--- src/rtl/core/ddo_pkg.sv ---
package ddo_pkg;

    localparam int POSITION_BITS_DEF = 48;
    localparam int TRIG_ITERATIONS_DEF = 16;
    localparam int ATAN_ENTRIES = 24;
    localparam logic [31:0] TURN_GAIN_RESET = 32'h0100_0000;
    localparam logic signed [33:0] CORDIC_K = 34'sd652032874;

    typedef struct packed {
        logic signed [31:0] left_speed;
        logic signed [31:0] right_speed;
        logic [23:0]        elapsed_time;
    } in_t;

    typedef struct packed {
        logic signed [47:0] pos_x;
        logic signed [47:0] pos_y;
        logic [31:0]        heading_out;
        logic signed [31:0] linear_speed;
        logic signed [31:0] turn_rate;
    } out_t;

    function automatic logic [31:0] atan_entry(input logic [4:0] idx);
        logic [31:0] r;
        case (idx)
            5'd0:  r = 32'h20000000;
            5'd1:  r = 32'h12E4051E;
            5'd2:  r = 32'h09FB385B;
            5'd3:  r = 32'h051111D4;
            5'd4:  r = 32'h028B0D43;
            5'd5:  r = 32'h0145D7E1;
            5'd6:  r = 32'h00A2F61E;
            5'd7:  r = 32'h00517C55;
            5'd8:  r = 32'h0028BE53;
            5'd9:  r = 32'h00145F2F;
            5'd10: r = 32'h000A2F98;
            5'd11: r = 32'h000517CC;
            5'd12: r = 32'h00028BE6;
            5'd13: r = 32'h000145F3;
            5'd14: r = 32'h0000A2F9;
            5'd15: r = 32'h0000517C;
            5'd16: r = 32'h000028BE;
            5'd17: r = 32'h0000145F;
            5'd18: r = 32'h00000A2F;
            5'd19: r = 32'h00000517;
            5'd20: r = 32'h0000028B;
            5'd21: r = 32'h00000145;
            5'd22: r = 32'h000000A2;
            5'd23: r = 32'h00000051;
            default: r = 32'h0;
        endcase
        return r;
    endfunction

endpackage

--- src/rtl/core/diff_drive_odometry.sv ---
// Channel   Direction  Payload            Transaction
// in        input      ddo_pkg::in_t      in_valid && in_ready
// out       output     ddo_pkg::out_t     out_valid && out_ready
// cfg       input      turn_gain, 32 bit  cfg_valid && cfg_ready
//
// Each item is accepted, then passes the bit-serial products with the elapsed
// time (the CORDIC runs beside them), a prepare step, the bit-serial products
// with the gain, cosine and sine, and the pose update, stalled by a full output.
// One item is worked on at a time; a new one is taken once the pose is updated,
// even while the previous result still waits in the output register.
// Reset clears the pose to zero and the gain to one turn per meter.
module diff_drive_odometry #(
    parameter int POSITION_BITS = ddo_pkg::POSITION_BITS_DEF,
    parameter int TRIG_ITERATIONS = ddo_pkg::TRIG_ITERATIONS_DEF
) (
    input  logic          clk,
    input  logic          rst_n,
    input  logic          in_valid,
    output logic          in_ready,
    input  ddo_pkg::in_t  in_data,
    output logic          out_valid,
    input  logic          out_ready,
    output ddo_pkg::out_t out_data,
    input  logic          cfg_valid,
    output logic          cfg_ready,
    input  logic [31:0]   cfg_data
);

    localparam int PW = POSITION_BITS;
    localparam int SW = ((PW > 40) ? PW : 40) + 1;
    localparam int NIT = (TRIG_ITERATIONS > ddo_pkg::ATAN_ENTRIES) ?
                         ddo_pkg::ATAN_ENTRIES : TRIG_ITERATIONS;
    localparam logic [4:0] NIT_C = 5'(NIT);

    localparam logic [2:0] S_IDLE = 3'd0;
    localparam logic [2:0] S_MUL1 = 3'd1;
    localparam logic [2:0] S_PREP = 3'd2;
    localparam logic [2:0] S_MUL2 = 3'd3;
    localparam logic [2:0] S_FIN  = 3'd4;

    localparam logic signed [SW-1:0] PMAX = {{(SW-PW+1){1'b0}}, {(PW-1){1'b1}}};
    localparam logic signed [SW-1:0] PMIN = ~PMAX;

    logic [2:0] state_reg, state_next;
    logic [4:0] cnt_reg;
    logic [31:0] gain_reg;
    logic signed [PW-1:0] x_reg, y_reg;
    logic [31:0] head_reg;
    logic out_valid_reg;
    ddo_pkg::out_t out_reg;

    logic [23:0] t_sh_reg;
    logic signed [56:0] sum_sh_reg, diff_sh_reg, acc_a_reg, acc_dt_reg;
    logic signed [32:0] sum_reg, diff_reg;
    logic signed [33:0] cx_reg, cy_reg;
    logic signed [32:0] cz_reg;

    logic [31:0] gain_sh_reg, cm_reg, sm_reg;
    logic [59:0] dt_sh_reg, dacc_reg;
    logic [63:0] mag_sh_reg, racc_reg;
    logic [88:0] ma_sh_reg, xacc_reg, yacc_reg;
    logic negx_reg, negy_reg;

    logic signed [32:0] sum_in, diff_in;
    logic signed [33:0] xs, ys, cos_v, sin_v, cos_abs, sin_abs;
    logic signed [32:0] atan_v;
    logic signed [56:0] a_abs;
    logic [32:0] diff_mag;
    logic signed [SW-1:0] dx, dy, sx, sy;
    logic signed [PW-1:0] x_next, y_next;
    logic [47:0] rmag;
    logic [31:0] rate_v;
    logic signed [63:0] xe, ye;
    logic fin_go;

    assign in_ready = (state_reg == S_IDLE);
    assign cfg_ready = 1'b1;
    assign out_valid = out_valid_reg;
    assign out_data = out_reg;

    assign sum_in = {in_data.left_speed[31], in_data.left_speed}
                  + {in_data.right_speed[31], in_data.right_speed};
    assign diff_in = {in_data.right_speed[31], in_data.right_speed}
                   - {in_data.left_speed[31], in_data.left_speed};

    assign xs = cx_reg >>> cnt_reg;
    assign ys = cy_reg >>> cnt_reg;
    assign atan_v = signed'({1'b0, ddo_pkg::atan_entry(cnt_reg)});

    always_comb
    begin
        case (head_reg[31:30])
            2'd0:    begin cos_v = cx_reg;  sin_v = cy_reg;  end
            2'd1:    begin cos_v = -cy_reg; sin_v = cx_reg;  end
            2'd2:    begin cos_v = -cx_reg; sin_v = -cy_reg; end
            default: begin cos_v = cy_reg;  sin_v = -cx_reg; end
        endcase
    end

    assign cos_abs = cos_v[33] ? -cos_v : cos_v;
    assign sin_abs = sin_v[33] ? -sin_v : sin_v;
    assign a_abs = acc_a_reg[56] ? -acc_a_reg : acc_a_reg;
    assign diff_mag = diff_reg[32] ? 33'(-diff_reg) : 33'(diff_reg);

    assign dx = negx_reg ? -SW'(signed'({1'b0, xacc_reg[88:51]}))
                         : SW'(signed'({1'b0, xacc_reg[88:51]}));
    assign dy = negy_reg ? -SW'(signed'({1'b0, yacc_reg[88:51]}))
                         : SW'(signed'({1'b0, yacc_reg[88:51]}));
    assign sx = SW'(x_reg) + dx;
    assign sy = SW'(y_reg) + dy;
    assign x_next = (sx > PMAX) ? PMAX[PW-1:0] : (sx < PMIN) ? PMIN[PW-1:0] : sx[PW-1:0];
    assign y_next = (sy > PMAX) ? PMAX[PW-1:0] : (sy < PMIN) ? PMIN[PW-1:0] : sy[PW-1:0];
    assign xe = 64'(x_next);
    assign ye = 64'(y_next);

    assign rmag = racc_reg[63:16];
    always_comb
    begin
        if (!diff_reg[32])
            rate_v = (rmag > 48'h7FFF_FFFF) ? 32'h7FFF_FFFF : rmag[31:0];
        else
            rate_v = (rmag > 48'h8000_0000) ? 32'h8000_0000 : -rmag[31:0];
    end

    assign fin_go = (state_reg == S_FIN) && (!out_valid_reg || out_ready);

    always_comb
    begin
        state_next = state_reg;
        case (state_reg)
            S_IDLE: if (in_valid) state_next = S_MUL1;
            S_MUL1: if (cnt_reg == 5'd23) state_next = S_PREP;
            S_PREP: state_next = S_MUL2;
            S_MUL2: if (cnt_reg == 5'd31) state_next = S_FIN;
            S_FIN:  if (fin_go) state_next = S_IDLE;
            default: state_next = S_IDLE;
        endcase
    end

    always_ff @(posedge clk or negedge rst_n)
    begin
        if (!rst_n)
        begin
            state_reg <= S_IDLE;
            cnt_reg <= 5'd0;
            gain_reg <= ddo_pkg::TURN_GAIN_RESET;
            x_reg <= '0;
            y_reg <= '0;
            head_reg <= '0;
            out_valid_reg <= 1'b0;
        end
        else
        begin
            state_reg <= state_next;
            if (cfg_valid)
                gain_reg <= cfg_data;
            if (fin_go)
                out_valid_reg <= 1'b1;
            else if (out_ready)
                out_valid_reg <= 1'b0;

            case (state_reg)
                S_IDLE:
                begin
                    cnt_reg <= 5'd0;
                    if (in_valid)
                    begin
                        t_sh_reg <= in_data.elapsed_time;
                        sum_reg <= sum_in;
                        diff_reg <= diff_in;
                        sum_sh_reg <= 57'(sum_in);
                        diff_sh_reg <= 57'(diff_in);
                        acc_a_reg <= '0;
                        acc_dt_reg <= '0;
                        cx_reg <= ddo_pkg::CORDIC_K;
                        cy_reg <= '0;
                        cz_reg <= signed'({3'b000, head_reg[29:0]});
                    end
                end
                S_MUL1:
                begin
                    cnt_reg <= cnt_reg + 5'd1;
                    if (t_sh_reg[0])
                    begin
                        acc_a_reg <= acc_a_reg + sum_sh_reg;
                        acc_dt_reg <= acc_dt_reg + diff_sh_reg;
                    end
                    t_sh_reg <= t_sh_reg >> 1;
                    sum_sh_reg <= sum_sh_reg <<< 1;
                    diff_sh_reg <= diff_sh_reg <<< 1;
                    if (cnt_reg < NIT_C)
                    begin
                        if (!cz_reg[32])
                        begin
                            cx_reg <= cx_reg - ys;
                            cy_reg <= cy_reg + xs;
                            cz_reg <= cz_reg - atan_v;
                        end
                        else
                        begin
                            cx_reg <= cx_reg + ys;
                            cy_reg <= cy_reg - xs;
                            cz_reg <= cz_reg + atan_v;
                        end
                    end
                end
                S_PREP:
                begin
                    cnt_reg <= 5'd0;
                    gain_sh_reg <= gain_reg;
                    dt_sh_reg <= 60'(acc_dt_reg);
                    mag_sh_reg <= 64'(diff_mag);
                    ma_sh_reg <= 89'(unsigned'(a_abs));
                    cm_reg <= cos_abs[31:0];
                    sm_reg <= sin_abs[31:0];
                    negx_reg <= acc_a_reg[56] ^ cos_v[33];
                    negy_reg <= acc_a_reg[56] ^ sin_v[33];
                    dacc_reg <= '0;
                    racc_reg <= '0;
                    xacc_reg <= '0;
                    yacc_reg <= '0;
                end
                S_MUL2:
                begin
                    cnt_reg <= cnt_reg + 5'd1;
                    if (gain_sh_reg[0])
                    begin
                        dacc_reg <= dacc_reg + dt_sh_reg;
                        racc_reg <= racc_reg + mag_sh_reg;
                    end
                    if (cm_reg[0])
                        xacc_reg <= xacc_reg + ma_sh_reg;
                    if (sm_reg[0])
                        yacc_reg <= yacc_reg + ma_sh_reg;
                    gain_sh_reg <= gain_sh_reg >> 1;
                    cm_reg <= cm_reg >> 1;
                    sm_reg <= sm_reg >> 1;
                    dt_sh_reg <= dt_sh_reg << 1;
                    mag_sh_reg <= mag_sh_reg << 1;
                    ma_sh_reg <= ma_sh_reg << 1;
                end
                S_FIN:
                begin
                    if (fin_go)
                    begin
                        x_reg <= x_next;
                        y_reg <= y_next;
                        head_reg <= head_reg + dacc_reg[59:28];
                        out_reg.pos_x <= xe[47:0];
                        out_reg.pos_y <= ye[47:0];
                        out_reg.heading_out <= head_reg + dacc_reg[59:28];
                        out_reg.linear_speed <= 32'(sum_reg >>> 1);
                        out_reg.turn_rate <= rate_v;
                    end
                end
                default:
                begin
                    cnt_reg <= 5'd0;
                end
            endcase
        end
    end

endmodule
--- config.mk ---
export PLATFORM = sky130hd
export DESIGN_NAME = diff_drive_odometry
export DESIGN_NICKNAME = d
export VERILOG_FILES = /design/src/rtl/core/ddo_pkg.sv /design/src/rtl/core/diff_drive_odometry.sv
export SDC_FILE = /design/constraint.sdc
export NUM_CORES = 2
export LEC_CHECK = 0
export ABC_CLOCK_PERIOD_IN_PS = 20100
export BUFFER_PORTS_ARGS = -buffer_cell sky130_fd_sc_hd__buf_2
export CORE_MARGIN = 8
export CORE_UTILIZATION = 30
export CTS_BUF_LIST = sky130_fd_sc_hd__clkbuf_8
export CTS_CLUSTER_SIZE = 12
export DETAILED_ROUTE_END_ITERATION = 12
export SLEW_MARGIN = 25
export SYNTH_ARGS = -nofsm -noshare
export SYNTH_HDL_FRONTEND = slang
export SYNTH_SLANG_ARGS = --single-unit
--- constraint.sdc ---
create_clock -name clk -period 20.1 [get_ports clk]
set_input_delay 2.01 -clock clk [delete_from_list [all_inputs] [get_ports clk]]
set_output_delay 2.01 -clock clk [all_outputs]
set_load 0.005 [all_outputs]
# Word-level counts from Yosys, hierarchy flattened
# Memory sizes are Yosys's and may differ from the RTL's.
# Index checks and enable logic that the tools add are counted.
[op_classes]
mux = 60
eq_ne = 17
n_reduce_logical = 21
n_lt_le_gt_ge = 7
addsub = 27
shifts = 2
n_bitwise = 2
[op_table]
columns = ["operator", "count"]
rows = [
  ["one-hot mux 89 bit (2 select lines)", 3],
  ["one-hot mux 57 bit (2 select lines)", 4],
  ["2-to-1 mux 57 bit", 6],
  ["one-hot mux 64 bit (2 select lines)", 2],
  ["one-hot mux 60 bit (2 select lines)", 2],
  ["2-to-1 mux 34 bit", 6],
  ["one-hot mux 34 bit (3 select lines)", 2],
  ["2-to-1 mux 48 bit", 4],
  ["one-hot mux 32 bit (2 select lines)", 3],
  ["adder 89 bit", 2],
  ["2-to-1 mux 89 bit", 2],
  ["2-to-1 mux 32 bit", 5],
  ["one-hot mux 34 bit (2 select lines)", 2],
  ["2-to-1 mux 33 bit", 4],
  ["adder 57 bit", 2],
  ["adder 48 x 49 -> 49 bit", 2],
  ["greater-than comparator 49 x 48 -> 1 bit (second input constant)", 2],
  ["less-than comparator 49 x 48 -> 1 bit (second input constant)", 2],
  ["2-to-1 mux 49 bit", 2],
  ["negator 38 -> 49 bit", 2],
  ["negator 32 bit", 3],
  ["adder 34 bit", 2],
  ["negator 34 bit", 2],
  [">>> shifter 34 x 5 -> 34 bit", 2],
  ["41 further kinds", 68],
]
[word_totals]
input_bits = 125
reg_bits = 1393
mem_count = 1
out_inout_bits = 195
rom_bits = 960
[memory_table]
columns = ["memory", "depth", "width", "read_ports", "rd_clocked_by_memory_dff", "write_ports", "line", "text"]
rows = [
  ["(no name shown)", 32, 30, 1, 0, 0, "ddo_pkg.sv:25", "case (idx)"],
]

# Depth between registers and ports, before layout
[logic_depth]
depth_word = 6
depth_mapped = 33

# Worst setup path before layout
# No wires, ideal clock.
[synth_path]
path_kind = "in2reg"
from = "input rst_n"
to = "register dacc_reg[0], enable pin"
required_time_ns = 19.451
cell_stages = 2
t_arrival_ns = 8.107
path_buffers = 0
setup_time_ns = 0.649
path_slack_ns = 11.345
cell_sequence = "nand2_1 -> a21oi_1"
[synth_via]
elab_chain_len = 1
[synth_lines]
columns = ["element", "line", "text"]
rows = [
  ["start: declaration", "diff_drive_odometry.sv:17", "input logic rst_n,"],
  ["AND reduction 3 bit (no source line)", "-", ""],
  ["end signal: assignment", "diff_drive_odometry.sv:228", "dacc_reg <= dacc_reg + dt_sh_reg;"],
  ["end: declaration", "diff_drive_odometry.sv:59", "logic [59:0] dt_sh_reg, dacc_reg;"],
]
# No other way between the ends.
# A chain may end at the register's enable or synchronous reset.

# Worst setup path after layout
[layout_path]
from = "register cnt_reg[1]"
to = "register cy_reg[32] (data pin)"
[layout_via]
elab_chain_len = 5
[layout_lines]
columns = ["element", "line", "text"]
rows = [
  ["start: declaration", "diff_drive_odometry.sv:45", "logic [4:0] cnt_reg;"],
  ["start signal: assignment", "diff_drive_odometry.sv:182", "cnt_reg <= cnt_reg + 5'd1;"],
  ["start signal: assignment", "diff_drive_odometry.sv:225", "cnt_reg <= cnt_reg + 5'd1;"],
  [">>> shifter 34 x 5 -> 34 bit (*)", "diff_drive_odometry.sv:86", "assign xs = cx_reg >>> cnt_reg;"],
  ["adder 34 bit or subtractor 34 bit (tied branches)", "diff_drive_odometry.sv:196, diff_drive_odometry.sv:202", ""],
  ["2-to-1 mux 34 bit (*)", "diff_drive_odometry.sv:193", "if (!cz_reg[32])"],
  ["2-to-1 mux 34 bit (*)", "diff_drive_odometry.sv:191", "if (cnt_reg < NIT_C)"],
  ["one-hot mux 34 bit (2 select lines) (*)", "diff_drive_odometry.sv:162", "case (state_reg)"],
  ["end signal: assignment", "diff_drive_odometry.sv:196", "cy_reg <= cy_reg + xs;"],
  ["end signal: assignment", "diff_drive_odometry.sv:202", "cy_reg <= cy_reg - xs;"],
  ["end: declaration", "diff_drive_odometry.sv:55", "logic signed [33:0] cx_reg, cy_reg;"],
]
# Every way passes the cells marked *; elsewhere a longest branch is shown, timed or not. The select of a mux whose other input is x is not followed.

==> metrics <==
clk_skew 0.123 ns; Mapped Cells 11100; Final Cycle Share 37.4%; I/O pins 320; synthesized cell area 104000 µm²; remaining antenna violation count 0; drt wl/cell 19.7 µm; dominant synthesized flop cell edfxtp_1; routed via count 84100; core area 343000 µm²; largest net degree at the start of global routing 156; vias per std cell 5.26; Layout area overhead 10.8%; setup TNS 0 ns; Initial Util 30.2%; critical path fanouts, max 51; number of synthesis warnings 0; Rows 215; post-route insts no fill 16000; Filler Cell Count 35500; WHS Endpoint out_data[35]; Seq/Total Area, Yosys 39.5%; DRT Pass-1 Iters 6; max cap viols 0; Power per Cell Area 167 nW/µm²; First DRT Iteration DRCs 6907; CTS Root Buffer Type clkbuf_8; clk sinks 1391; reg2reg path depth 21; Clock Latency Late Sink 1.07 ns; Post-route DRC 0; initial antenna violation count 21; die span in x 604 µm; WS Path Type reg -> reg; most frequent cells in the layout 1395 x nand2_1, 1222 x edfxtp_1, 1099 x nor2_1; final WL 315000 µm; FF-to-FF Start cnt_reg[1]; first-pass GRT wire length 482000 µm; peak supply drop 0.135 mV; max reg flops 192; Min-Delay Path Depth 0; Rel. slew slack 17.7%; CTS tree built; Final Net Count 12100; clock period minus worst slack 7.51 ns; total CTS buffers 272; CTS H-tree lvls 5; Finish-stage setup viols 0; vias in the first global route 81500; Fmax 133 MHz; FF+latch count, synth 1391; clk buf depth 4; I/O Buffers 318; RSZ-0062 raised after global routing false; hold_sp sum_reg[4]; dpl hpwl 234000 µm; cell taking the most area after synthesis edfxtp_1; Clock Pin Slew Worst Setup and Hold Paths 0.06 ns; Fin. Hold Viols 0; Startpoint Class flop; Critical Path Max Stage Delay 0.84 ns; Worst setup EP type flop; fraction of layout instances using a drive strength above 1 9.94%; Synth cell types 103; Critical Path RT 20.89 ns; reg2reg setup slack 12.59 ns; overall die height 604 µm; Pleak 46.3 nW; post-cts resize count 0; final RePlAce weighted congestion 0.965; syn_nets 12000; Final Max Tran Viols 0; CTS Hold Bufs 0; Total GRT Usage 16.4%; Mean Syn Cell Area 9.29 µm²; status finished, final reports clean; commonest non-fill, non-tap cell in the layout nand2_1; Worst-Margin Slew 1.22 ns; critical-path cell list buf_4, mux4_2, mux2_2, mux2i_1, mux2i_1, a211oi_1, and3_1, a21oi_1, xor2_1, ha_1, a2111oi_0, o21ai_0, and3b_1, a21o_1, a221oi_1, o31ai_1, a2111oi_0, o31ai_1, a221oi_1, xor2_1, nor2_1; Crit-path slowest cell dfrtp_4; largest cells by area after synthesis edfxtp_1 35%, ha_1 8.7%, nand2_1 5.1%; # placed instances 15500; register area 40900 µm²; setup bufs post-CTS 0; die area 364000 µm²; HP Class reg -> reg; FF-to-FF End cy_reg[32]; grt ovf 0; Post-synth EDFFs 1222; area of the multi-input gates 59400 µm²; Synth top area share 35.4%; Crit path arrival time 8.30 ns; fraction of registers with async set/reset 12.1%
stage by stage:
step	hold slack (ns)	worst slack (ns)	total power (W)	util (%)	instance area, µm²
floorplan	0.400	11.34	0.0136	-	104000
global placement	0.403	12.64	0.0161	31.9	109000
detailed placement	0.405	12.64	0.0162	31.9	109000
CTS	0.417	12.60	0.0192	33.4	115000
global route	0.418	12.03	0.0208	33.4	115000
finish	0.413	12.59	0.0192	33.4	115000
worst max-delay path, delay by kind of cell, from the launching register on:
kind	cells	cell delay [ns]
simple gates	3	0.56
compound gates	10	3.15
flops	1	0.84
mux	4	1.25
fa+ha+maj	1	0.34
buf+inv	1	0.70
xor+xnor	2	0.33
cell families after synthesis:
kind of cell | after synthesis | synth area share [%]
buf+inv | 880 | 3.29
mux | 350 | 4.65
fa+ha+maj | 749 | 9.12
flops | 1391 | 39.5
other cells | 1 | 0.00362
simple gates | 3699 | 16.3
xor+xnor | 1020 | 8.64
compound gates | 3056 | 18.5
layer usage:
layer	global-route usage (%)	vias to the layer above	share of wire (%)
met1	21.6	40300	44
met2	27.1	2339	46
li1	-	41000	-
met4	6.77	4	4.3
met5	0	-	0.0048
met3	2.47	557	5.7
synth_stat cells (all sizes together), types with 43 or more instances:
| library cell | n |
|---|---|
| or4 | 46 |
| xnor2 | 584 |
| xor2 | 436 |
| o21a | 126 |
| inv | 290 |
| buf | 73 |
| dfrtp | 168 |
| a21o | 476 |
| a31oi | 117 |
| a211oi | 67 |
| a21oi | 890 |
| mux4 | 90 |
| nor2 | 1102 |
| or2 | 47 |
| or3 | 74 |
| and2 | 70 |
| nand2 | 1401 |
| o21ai | 741 |
| o41ai | 56 |
| clkbuf | 514 |
| nand2b | 116 |
| mux2i | 108 |
| nor3 | 165 |
| nand3 | 130 |
| nor2b | 102 |
| o21bai | 122 |
| mux2 | 152 |
| nand4 | 154 |
| and3 | 133 |
| o31ai | 100 |
| ha | 721 |
| edfxtp | 1222 |
| o211ai | 43 |
| nor4 | 54 |
cell type report:
cell class	instances	share of cell area, %
timing repair buffer	398	1.98
clock inverter	188	1.15
clock buffer	289	3.47
antenna	16	0.0349
multi-input combinational	8875	51.8
tap	4557	4.97
inverter	293	0.965
sequential	1391	35.7
report_power, final:
group          total, W  switching (W)  internal [W]
registers       0.00514       0.000751       0.00439
clock network   0.00292        0.00136       0.00155
logic            0.0112        0.00658       0.00459
total            0.0192        0.00869        0.0105
worst max-delay path by stage:
stage	start	to
floorplan	rst_n	dacc_reg[0]
global placement	cnt_reg[1]	cy_reg[32]
detailed placement	cnt_reg[1]	cy_reg[32]
CTS	cnt_reg[1]	cy_reg[32]
global route	cnt_reg[1]	cy_reg[32]
finish	cnt_reg[1]	cy_reg[32]
No activity file was read; power rests on OpenSTA's default activity.
